$ cat src/rtl/core/scs_pkg.sv
`timescale 1ns / 1ps
`default_nettype none
package scs_pkg;

  localparam int MAX_CHANNELS = 8;
  localparam int CH_W         = 3;
  localparam int N_LIM        = (MAX_CHANNELS < 8) ? MAX_CHANNELS : 8;
  localparam int NCNT_W       = $clog2(N_LIM + 1);
  localparam int IDX_W        = (MAX_CHANNELS > 1) ? $clog2(MAX_CHANNELS) : 1;

  localparam int SAMPLE_W = 16;
  localparam int TOTAL_W  = 32;
  localparam int AVG_W    = 24;
  localparam int SCAN_W   = 16;
  localparam int CFG_W    = 16;
  localparam int CFG_IDX_W = 1;
  localparam int CCNT_W   = 4;

  localparam logic [CFG_IDX_W-1:0] REG_SCAN_COUNT    = 1'd0;
  localparam logic [CFG_IDX_W-1:0] REG_CHANNEL_COUNT = 1'd1;

  localparam logic KIND_SAMPLE  = 1'b0;
  localparam logic KIND_RESTART = 1'b1;

  typedef struct packed {
    logic                kind;
    logic [CH_W-1:0]     channel;
    logic [SAMPLE_W-1:0] sample;
  } scs_in_t;

  typedef struct packed {
    logic [CH_W-1:0]     chan;
    logic [SAMPLE_W-1:0] minimum;
    logic [SAMPLE_W-1:0] maximum;
    logic [TOTAL_W-1:0]  total;
    logic [AVG_W-1:0]    average;
    logic [SCAN_W-1:0]   scans_done;
    logic                last;
  } scs_out_t;

  // Controller to datapath.
  typedef struct packed {
    logic load_in;
    logic update;
    logic idx_clr;
    logic div_start;
    logic emit;
    logic idx_inc;
  } scs_cmd_t;

  // Datapath to controller.
  typedef struct packed {
    logic stop;
    logic div_done;
    logic idx_last;
    logic out_pending;
  } scs_sts_t;

endpackage
`default_nettype wire

$ cat src/rtl/core/scs_div.sv
`timescale 1ns / 1ps
`default_nettype none
module scs_div
  import scs_pkg::*;
(
  input  wire logic               clk,
  input  wire logic               rst_n,
  input  wire logic               start,
  input  wire logic [TOTAL_W-1:0] total,
  input  wire logic [SCAN_W-1:0]  scans,
  output logic                    done,
  output logic [AVG_W-1:0]        quot
);

  localparam int STEP_W = $clog2(AVG_W);
  localparam logic [STEP_W-1:0] LAST_STEP = STEP_W'(AVG_W - 1);

  logic                busy_r, busy_nxt;
  logic                done_r, done_nxt;
  logic [STEP_W-1:0]   step_r, step_nxt;
  logic [SCAN_W-1:0]   rem_r, rem_nxt;
  logic [AVG_W-1:0]    sh_r, sh_nxt;
  logic [AVG_W-1:0]    q_r, q_nxt;
  logic [SCAN_W-1:0]   dvs_r, dvs_nxt;
  logic [SCAN_W:0]     trial;
  logic                ge;
  logic                sat;

  // Quotient exceeds 24 bits exactly when total >= scans * 2^16.
  assign sat   = total >= {scans, 16'h0000};
  assign trial = {rem_r, sh_r[AVG_W-1]};
  assign ge    = trial >= {1'b0, dvs_r};

  always_comb begin
    busy_nxt = busy_r;
    done_nxt = 1'b0;
    step_nxt = step_r;
    rem_nxt  = rem_r;
    sh_nxt   = sh_r;
    q_nxt    = q_r;
    dvs_nxt  = dvs_r;
    if (start) begin
      dvs_nxt = scans;
      if (sat) begin
        q_nxt    = {AVG_W{1'b1}};
        done_nxt = 1'b1;
      end else begin
        rem_nxt  = total[TOTAL_W-1 -: SCAN_W];
        sh_nxt   = {total[TOTAL_W-SCAN_W-1:0], 8'h00};
        q_nxt    = '0;
        step_nxt = '0;
        busy_nxt = 1'b1;
      end
    end else if (busy_r) begin
      // one restoring step per cycle
      rem_nxt  = ge ? SCAN_W'(trial - {1'b0, dvs_r}) : trial[SCAN_W-1:0];
      sh_nxt   = {sh_r[AVG_W-2:0], 1'b0};
      q_nxt    = {q_r[AVG_W-2:0], ge};
      step_nxt = step_r + 1'b1;
      if (step_r == LAST_STEP) begin
        busy_nxt = 1'b0;
        done_nxt = 1'b1;
      end
    end
  end

  always_ff @(posedge clk) begin
    if (!rst_n) begin
      busy_r <= 1'b0;
      done_r <= 1'b0;
      step_r <= '0;
    end else begin
      busy_r <= busy_nxt;
      done_r <= done_nxt;
      step_r <= step_nxt;
    end
  end

  always_ff @(posedge clk) begin
    rem_r <= rem_nxt;
    sh_r  <= sh_nxt;
    q_r   <= q_nxt;
    dvs_r <= dvs_nxt;
  end

  assign done = done_r;
  assign quot = q_r;

endmodule
`default_nettype wire

$ cat src/rtl/core/scs_datapath.sv
`timescale 1ns / 1ps
`default_nettype none
module scs_datapath
  import scs_pkg::*;
(
  input  wire logic                 clk,
  input  wire logic                 rst_n,
  input  wire scs_cmd_t             cmd,
  output scs_sts_t                  sts,
  input  wire scs_in_t              in_data,
  input  wire logic                 cfg_we,
  input  wire logic [CFG_IDX_W-1:0] cfg_idx,
  input  wire logic [CFG_W-1:0]     cfg_wdata,
  output logic                      out_valid,
  output scs_out_t                  out_data
);

  logic [SCAN_W-1:0]   scan_count_r;
  logic [CCNT_W-1:0]   chan_count_r;
  scs_in_t             in_r;
  logic                running_r, running_nxt;
  logic [SCAN_W-1:0]   cnt_r, cnt_nxt;
  logic [CH_W-1:0]     idx_r, idx_nxt;
  logic [SAMPLE_W-1:0] min_r [MAX_CHANNELS];
  logic [SAMPLE_W-1:0] max_r [MAX_CHANNELS];
  logic [TOTAL_W-1:0]  tot_r [MAX_CHANNELS];
  logic                out_valid_r;
  scs_out_t            out_r;

  logic [NCNT_W-1:0]   n_eff;
  logic [SCAN_W-1:0]   limit;
  logic [SCAN_W-1:0]   cnt_inc;
  logic                hit, scan_end, do_upd;
  logic [IDX_W-1:0]    wr_a, rd_a;
  logic [SAMPLE_W-1:0] new_min, new_max;
  logic [TOTAL_W:0]    sum;
  logic [TOTAL_W-1:0]  new_tot;
  logic                div_done;
  logic [AVG_W-1:0]    div_q;

  // Clamp the channel count to 1 .. N_LIM.
  always_comb begin
    if (chan_count_r == '0) begin
      n_eff = NCNT_W'(1);
    end else if (CCNT_W'(chan_count_r) > CCNT_W'(N_LIM)) begin
      n_eff = NCNT_W'(N_LIM);
    end else begin
      n_eff = NCNT_W'(chan_count_r);
    end
  end

  assign limit    = (scan_count_r == '0) ? SCAN_W'(1) : scan_count_r;
  assign cnt_inc  = (cnt_r == {SCAN_W{1'b1}}) ? cnt_r : cnt_r + 1'b1;
  assign hit      = (in_r.kind == KIND_SAMPLE) && running_r
                    && (NCNT_W'(in_r.channel) < n_eff);
  assign scan_end = hit && (NCNT_W'(in_r.channel) == n_eff - 1'b1);
  assign do_upd   = cmd.update && hit;

  assign wr_a = IDX_W'(in_r.channel);
  assign rd_a = IDX_W'(idx_r);

  always_comb begin
    sum = {1'b0, tot_r[wr_a]} + {{(TOTAL_W-SAMPLE_W+1){1'b0}}, in_r.sample};
    if (cnt_r == '0) begin
      new_min = in_r.sample;
      new_max = in_r.sample;
      new_tot = TOTAL_W'(in_r.sample);
    end else begin
      new_min = (in_r.sample < min_r[wr_a]) ? in_r.sample : min_r[wr_a];
      new_max = (in_r.sample > max_r[wr_a]) ? in_r.sample : max_r[wr_a];
      new_tot = sum[TOTAL_W] ? {TOTAL_W{1'b1}} : sum[TOTAL_W-1:0];
    end
  end

  always_comb begin
    running_nxt = running_r;
    cnt_nxt     = cnt_r;
    if (cmd.update) begin
      if (in_r.kind == KIND_RESTART) begin
        running_nxt = 1'b1;
        cnt_nxt     = '0;
      end else if (scan_end) begin
        cnt_nxt = cnt_inc;
        if (cnt_inc >= limit) begin
          running_nxt = 1'b0;
        end
      end
    end
  end

  always_comb begin
    idx_nxt = idx_r;
    if (cmd.idx_clr) begin
      idx_nxt = '0;
    end else if (cmd.idx_inc) begin
      idx_nxt = idx_r + 1'b1;
    end
  end

  always_ff @(posedge clk) begin
    if (!rst_n) begin
      scan_count_r <= SCAN_W'(1);
      chan_count_r <= CCNT_W'(8);
    end else if (cfg_we) begin
      case (cfg_idx)
        REG_SCAN_COUNT:    scan_count_r <= cfg_wdata;
        REG_CHANNEL_COUNT: chan_count_r <= cfg_wdata[CCNT_W-1:0];
        default: ;
      endcase
    end
  end

  always_ff @(posedge clk) begin
    if (!rst_n) begin
      running_r   <= 1'b0;
      cnt_r       <= '0;
      idx_r       <= '0;
      out_valid_r <= 1'b0;
      for (int i = 0; i < MAX_CHANNELS; i++) begin
        min_r[i] <= '0;
        max_r[i] <= '0;
        tot_r[i] <= '0;
      end
    end else begin
      running_r   <= running_nxt;
      cnt_r       <= cnt_nxt;
      idx_r       <= idx_nxt;
      out_valid_r <= cmd.emit;
      if (do_upd) begin
        min_r[wr_a] <= new_min;
        max_r[wr_a] <= new_max;
        tot_r[wr_a] <= new_tot;
      end
    end
  end

  always_ff @(posedge clk) begin
    if (cmd.load_in) begin
      in_r <= in_data;
    end
    if (cmd.emit) begin
      out_r.chan       <= idx_r;
      out_r.minimum    <= min_r[rd_a];
      out_r.maximum    <= max_r[rd_a];
      out_r.total      <= tot_r[rd_a];
      out_r.average    <= div_q;
      out_r.scans_done <= cnt_r;
      out_r.last       <= sts.idx_last;
    end
  end

  scs_div u_div (
    .clk   (clk),
    .rst_n (rst_n),
    .start (cmd.div_start),
    .total (tot_r[rd_a]),
    .scans (cnt_r),
    .done  (div_done),
    .quot  (div_q)
  );

  assign sts.stop        = cmd.update && scan_end && (cnt_inc >= limit);
  assign sts.div_done    = div_done;
  assign sts.idx_last    = (NCNT_W'(idx_r) == n_eff - 1'b1);
  assign sts.out_pending = out_valid_r;

  assign out_valid = out_valid_r;
  assign out_data  = out_r;

endmodule
`default_nettype wire

$ cat src/rtl/core/scs_ctrl.sv
`timescale 1ns / 1ps
`default_nettype none
module scs_ctrl
  import scs_pkg::*;
(
  input  wire logic     clk,
  input  wire logic     rst_n,
  input  wire logic     start,
  output logic          busy,
  input  wire scs_sts_t sts,
  output scs_cmd_t      cmd
);

  typedef enum logic [4:0] {
    S_IDLE    = 5'b00001,
    S_UPDATE  = 5'b00010,
    S_DIVGO   = 5'b00100,
    S_DIVWAIT = 5'b01000,
    S_EMIT    = 5'b10000
  } scs_state_t;

  scs_state_t state_r, state_nxt;
  logic       accept;

  assign busy   = (state_r != S_IDLE) || sts.out_pending;
  assign accept = start && !busy;

  always_comb begin
    state_nxt = state_r;
    cmd       = '0;
    case (state_r)
      S_IDLE: begin
        cmd.load_in = accept;
        if (accept) begin
          state_nxt = S_UPDATE;
        end
      end
      S_UPDATE: begin
        cmd.update  = 1'b1;
        cmd.idx_clr = 1'b1;
        state_nxt   = sts.stop ? S_DIVGO : S_IDLE;
      end
      S_DIVGO: begin
        cmd.div_start = 1'b1;
        state_nxt     = S_DIVWAIT;
      end
      S_DIVWAIT: begin
        if (sts.div_done) begin
          state_nxt = S_EMIT;
        end
      end
      S_EMIT: begin
        cmd.emit = 1'b1;
        if (sts.idx_last) begin
          state_nxt = S_IDLE;
        end else begin
          // advance to the next channel
          cmd.idx_inc = 1'b1;
          state_nxt   = S_DIVGO;
        end
      end
      default: begin
        state_nxt = S_IDLE;
      end
    endcase
  end

  always_ff @(posedge clk) begin
    if (!rst_n) begin
      state_r <= S_IDLE;
    end else begin
      state_r <= state_nxt;
    end
  end

endmodule
`default_nettype wire

$ cat src/rtl/core/scan_channel_statistics_unit.sv
// A sample or restart word is accepted, then updated in the next cycle; busy is high
// one cycle when the word does not stop the run, so a new word waits for the update.
// A scan-ending word that stops the run gives one summary per active channel, one per
// run of the 24-step serial divider (which skips its steps when the average saturates).
// The receiver cannot stall: each summary shows for one cycle on out_valid.
// Reset (rst_n low, synchronous) zeroes all statistics, stops the block, scan_count=1.
`timescale 1ns / 1ps
`default_nettype none
module scan_channel_statistics_unit
  import scs_pkg::*;
(
  input  wire logic                 clk,
  input  wire logic                 rst_n,
  input  wire logic                 start,
  output logic                      busy,
  input  wire scs_in_t              in_data,
  output logic                      out_valid,
  output scs_out_t                  out_data,
  input  wire logic                 cfg_we,
  input  wire logic [CFG_IDX_W-1:0] cfg_idx,
  input  wire logic [CFG_W-1:0]     cfg_wdata
);

  scs_cmd_t cmd;
  scs_sts_t sts;

  scs_ctrl u_ctrl (
    .clk   (clk),
    .rst_n (rst_n),
    .start (start),
    .busy  (busy),
    .sts   (sts),
    .cmd   (cmd)
  );

  scs_datapath u_dp (
    .clk       (clk),
    .rst_n     (rst_n),
    .cmd       (cmd),
    .sts       (sts),
    .in_data   (in_data),
    .cfg_we    (cfg_we),
    .cfg_idx   (cfg_idx),
    .cfg_wdata (cfg_wdata),
    .out_valid (out_valid),
    .out_data  (out_data)
  );

endmodule
`default_nettype wire

$ cat config.mk
export PLATFORM = sky130hd
export DESIGN_NAME = scan_channel_statistics_unit
export DESIGN_NICKNAME = d
export VERILOG_FILES = /design/src/rtl/core/scs_pkg.sv /design/src/rtl/core/scs_div.sv /design/src/rtl/core/scs_datapath.sv /design/src/rtl/core/scs_ctrl.sv /design/src/rtl/core/scan_channel_statistics_unit.sv
export SDC_FILE = /design/constraint.sdc
export NUM_CORES = 1
export LEC_CHECK = 0
export ABC_AREA = 1
export ABC_CLOCK_PERIOD_IN_PS = 12170
export BUFFER_PORTS_ARGS = -buffer_cell sky130_fd_sc_hd__clkbuf_2
export CAP_MARGIN = 5
export CORE_ASPECT_RATIO = 0.5
export CORE_UTILIZATION = 25
export CTS_CLUSTER_DIAMETER = 40
export CTS_CLUSTER_SIZE = 14
export DETAILED_ROUTE_END_ITERATION = 7
export PLACE_DENSITY_LB_ADDON = 0.25
export SLEW_MARGIN = 20
export SYNTH_ARGS = -nofsm -noshare
export SYNTH_HDL_FRONTEND = slang
export SYNTH_SLANG_ARGS = --single-unit
$ cat constraint.sdc
create_clock -name clk -period 12.17 [get_ports clk]
set_input_delay 1.8255 -clock clk [delete_from_list [all_inputs] [get_ports clk]]
set_output_delay 1.8255 -clock clk [all_outputs]
set_load 0.03 [all_outputs]
### Yosys cells after proc, flatten, opt, wreduce, memory -nomap -nowiden

Memory sizes are Yosys's and may differ from the RTL's. A register that Yosys moved wholly into a read port is not among the register bits.
Index checks and enable logic that the tools add are counted.
Widths: inputs -> output; s select.

* flip-flop bits (word level): 229
* bits in writable memories: 512
* input port bits: 41
* memories kept: 3

* add/subtract/negate cells: 6
* $lt $le $gt $ge: 7
* equal/unequal tests: 13
* muxes and demuxes: 64
* bitwise operators: 3
* reduce and logical (&&, ||, !) cells: 25

Memory list
* u_dp.tot_r: words 8, bits a word 32, rd ports 2, clocked after memory_dff 2, wr ports 8, RTL line scs_datapath.sv:26 `logic [TOTAL_W-1:0] tot_r [MAX_CHANNELS];`
* u_dp.max_r: words 8, bits a word 16, rd ports 2, clocked after memory_dff 2, wr ports 8, RTL line scs_datapath.sv:25 `logic [SAMPLE_W-1:0] max_r [MAX_CHANNELS];`
* u_dp.min_r: words 8, bits a word 16, rd ports 2, clocked after memory_dff 2, wr ports 8, RTL line scs_datapath.sv:24 `logic [SAMPLE_W-1:0] min_r [MAX_CHANNELS];`

Operator list (count)
* $mux 16: 14
* $mux 24: 6
* $mux 32: 3
* $add 32x16->33: 1
* $ge 32x32->1: 1
* $logic_not 16->1: 2
* $reduce_or 16->1: 2
* $reduce_or 32->1: 1
* $mux 3: 10
* $mux 5: 5
* $pmux 5 s5: 1
* $mux 1: 21
* $ge 17x16->1: 1
* $add 16x1->16 const B: 1
* $eq 16x16->1 const B: 1
* $ge 16x16->1: 1
* $gt 16x16->1: 1
* $lt 16x16->1: 1
* $sub 16x16->16: 1
* $eq 5x5->1 const B: 2
* $reduce_and 2->1: 5
* $eq 3x4->1: 2
* $mux 4: 2
* $logic_and 1x1->1: 7
* 20 further kinds: 26

### Depth between registers and ports, before layout

* depth in word-level cells: 11
* gate-level depth with buffers: 27
* depth with buffers taken out: 24

### Hierarchy

Synthesis repeated with hierarchy kept, for this count alone.

* cells, all modules: 4575
* area total of the unflattened synthesis: 41004.3 µm²

By module, submodules not included
* scs_datapath: times used 1, cells an instance 3967, area an instance 35977.0 µm², seq. area each 20159.3 µm²
* scs_div: times used 1, cells an instance 556, area an instance 4703.3 µm², seq. area each 2302.2 µm²
* scs_ctrl: times used 1, cells an instance 52, area an instance 324.1 µm², seq. area each 100.1 µm²

### Least setup slack after synthesis

OpenSTA, ideal clock, no wires.

* path type: input to register
* start point: input rst_n
* end point: memory u_dp.max_r[5][0], enable pin
* setup time: 0.688 ns
* arrival time: 3.701 ns
* data required time: 11.482 ns
* path slack: 7.781 ns
* stages on the path: 6
* buffers on the path: 2
* path through: nand2_1 > nor2_1 > nand2_1 > clkbuf_1 > clkbuf_1 > nand2_1

RTL lines
* start: declaration: RTL line scan_channel_statistics_unit.sv:13 `input wire logic rst_n,`
* end: declaration: RTL line scs_datapath.sv:25

==> out/metrics.cfg <==
[power]
power_switching_mw = 2.133
switching_share_pct = 29.01
combPwrFrac_pct = 13.0
intPower_mw = 5.222
p_clk_share_pct = 45.8
seqPwrFrac_pct = 41.2
cellPowerDensity_nw_per_um2 = 155.1
static-leakage-power_nw = 17.60
irDropWorstVdd_v = 0.0001225

[timing]
whs_ns = 0.4266
min_period_over_period_pct = 50.38
finalClockSkew_ns = 0.06648
hold_violations = 0
slew_violations = 0
setup_viol = 0
slew_headroom_pct = 20.88
fin_setup_tns_ns = 0
fmax_ghz = 0.1631
grt_setup_unrepaired = false
fin_crit_ns = 6.131
tightest_slew_ns = 1.187

[synth]
synthCells = 4527
synth_edf_count = 712
ys.warnings.count = 0
syn_avg_cell_area_sq_um = 8.979
synth.most_common_cell = nor2_1
yosys.area.top_type_share_pct = 52.60
synth.area.top_cells = edfxtp_1 (53%), o21ai_0 (7.7%), nor2_1 (7.7%)
yosys_register_bits = 771
synth_common_cells = nor2_1 (829), edfxtp_1 (712), o21ai_0 (626)
synthesis.area_sq_um = 40650
synth_cell_types = 50
yosysSeqAreaShare_pct = 55.50
synth_fp_nets = 4673
synth_area_leader_cell = edfxtp_1
ys.flop_type = edfxtp_1
async_reset_ff_share_pct = 0

[placement]
place_congestion = 0.8802
port_buffers = 150
postPlaceCellArea_sq_um = 43530
dp_cells = 6620
hpwl_mm = 85.84

[floorplan]
die_w_um = 572.3
dieArea_sq_um = 164300
pin_count = 151
initial_core_util_pct = 25.23
die_y_um = 287.1
row_count = 104
core_sq_um = 161100

[status]
status = complete, no violations

[grt]
gr-total-overflow = 0
grt_max_degree = 242
grt_pass1_vias = 32820
grt_pass1_wl_mm = 216.3
antenna_found_initial = 2
track_usage_pct = 17.59

[drt]
drc_errors = 0
wl_per_cell_um = 21.61
drtAntennaViolNets = 0
wl_mm = 147.5
dr_total_vias = 33840
viasPerCell = 4.957
dr.first_iter.drc_count = 3255
dr.pass1.iters = 7

[final_layout]
fin_area_sq_um = 47430
drive_gt1_share_pct = 12.14
final_cells = 6826
antenna-diode-count = 0
fin_util_pct = 29.44
fin_nets = 4705
area_growth_pct = 16.68
regArea_sq_um = 22590
fillers = 16930
multiInputGateArea_sq_um = 15650

[cts]
cts_buffers = 109
cts_buffer_depth = 3
cts_setup_buffers = 0
worstSkewPairLatency_ns = 0.74
cts_resized = 0
h-tree-depth = 3
cts_sinks = 771
cts.clk_slew.worst_paths_ns = 0.06
cts-hold-fix-buffers = 0
cts-root-buf = clkbuf_16
cts_tree = built

[worst_setup_path]
end_kind = flop
r2r_slack_ns = 6.04
start_kind = flop
required_ns = 12.61
worstPathArrival_ns = 6.57
ff2ff_path_depth = 19
cp_max_fo = 69
rr_endpoint = u_dp.tot_r[4][3]$_SDFFCE_PN0P_
worstSetupPathType = reg -> reg
crit_path_end = u_dp.tot_r[4][3]$_SDFFCE_PN0P_

[worst_hold_path]
holdCritPathClass = reg -> reg

[flow_run]
max-cap-violations = 0

==> critical path, cell delays in order (launching register included) <==
cell      delay (ns)
dfxtp_4         0.56
inv_4           0.38
buf_4           0.75
buf_4           0.70
nor2_1          0.07
o21ai_0         0.18
a21oi_1         0.06
a31oi_1         0.26
ha_1            0.34
a21o_1          0.20
a21oi_1         0.16
o21bai_1        0.08
a21oi_1         0.44
inv_1           0.17
nand3_2         0.16
inv_2           0.07
nand2_4         0.14
nand2_4         0.30
o21ai_1         0.59
nor2_1          0.10
==> through the flow <==
step | setup WS [ns] | power, mW
floorplan | 7.781 | 3.708
global placement | 6.163 | 4.021
detailed placement | 6.151 | 4.029
CTS | 6.108 | 7.403
global route | 5.747 | 7.627
finish | 6.039 | 7.355
==> routing by layer <==
metal | GRT usage [%] | up-vias | part of all wire, %
li1 | - | 15680 | -
met1 | 23.14 | 16520 | 43
met2 | 29.38 | 1356 | 47
met3 | 2.522 | 282 | 6.6
met4 | 6.428 | 4 | 3.3
met5 | 0 | - | 0.018
==> final cells by class <==
class	count	area share (%)
well taps	2173	5.732
repair buffers	207	2.554
clock inverters	90	2.271
clock buffers	115	5.888
flip-flops and latches	771	47.62
inverters	368	2.933
multi-input cells	3102	33.00
==> power by group through the flow <==
stage               clock network, mW  registers (mW)  logic (mW)
floorplan                           0            3.04       0.671
detailed placement                  0            3.09       0.942
CTS                              3.42            3.03       0.946
global placement                    0            3.08       0.936
finish                           3.37            3.03       0.955
global route                     3.53            3.04        1.06
==> registers in the layout, indices dropped and copies added, names as in the netlist, 16 cells and up, named ones only <==
register and cells:
u_dp.u_div.quot 24, u_dp.u_div.rem_r 16, u_dp.u_div.dvs_r 16, u_dp.tot_r 256
u_dp.max_r 128, u_dp.min_r 128, u_dp.out_data 108, u_dp.scan_count_r 16
u_dp.cnt_r 16, u_dp.u_div.sh_r 16, u_dp.in_r 17
==> kinds of logic (layout without fill, tap and decap cells) <==
family | Yosys count | after routing | synth area share [%]
AOI/OAI and AO/OA | 1273 | 1273 | 17.07
xor gates and xnor gates | 44 | 44 | 0.9480
adders and majority gates | 105 | 105 | 3.269
buffers and inverters | 654 | 780 | 6.418
DFF | 771 | 771 | 55.50
and+or+nand+nor | 1680 | 1680 | 16.79
==> worst min-delay path by stage <==
stage | start | endpoint | cells past startpoint
3_5_place_dp | u_dp.u_div.quot[23]$_DFFE_PP_ | u_dp.out_data[40]$_DFFE_PP_ | 0
2_1_floorplan | u_dp.u_div.quot[23]$_DFFE_PP_ | u_dp.out_data[40]$_DFFE_PP_ | 0
6_report | u_dp.u_div.quot[23]$_DFFE_PP_ | u_dp.out_data[40]$_DFFE_PP_ | 0
3_3_place_gp | u_dp.u_div.quot[23]$_DFFE_PP_ | u_dp.out_data[40]$_DFFE_PP_ | 0
5_1_grt | u_dp.u_div.quot[23]$_DFFE_PP_ | u_dp.out_data[40]$_DFFE_PP_ | 0
4_1_cts | u_dp.u_div.quot[23]$_DFFE_PP_ | u_dp.out_data[40]$_DFFE_PP_ | 0
==> layout by cell type (no fill, tap or decap), drive strengths merged, types with 2 or more instances in the layout <==
cell	n
nand4	17
bufinv	14
nand2	602
a21o	6
xor2	34
xnor2	10
a31oi	72
ha	103
clkbuf	265
nor4	12
inv	386
clkinvlp	21
nor2	912
a211oi	5
fa	2
nor3b	3
o21bai	8
dfxtp	59
clkinv	37
a2111oi	2
nand3	108
edfxtp	712
o21ai	733
o21a	5
o211ai	90
nor3	20
a21oi	345
buf	57
or2	3
No activity file was read; power rests on OpenSTA's default activity.
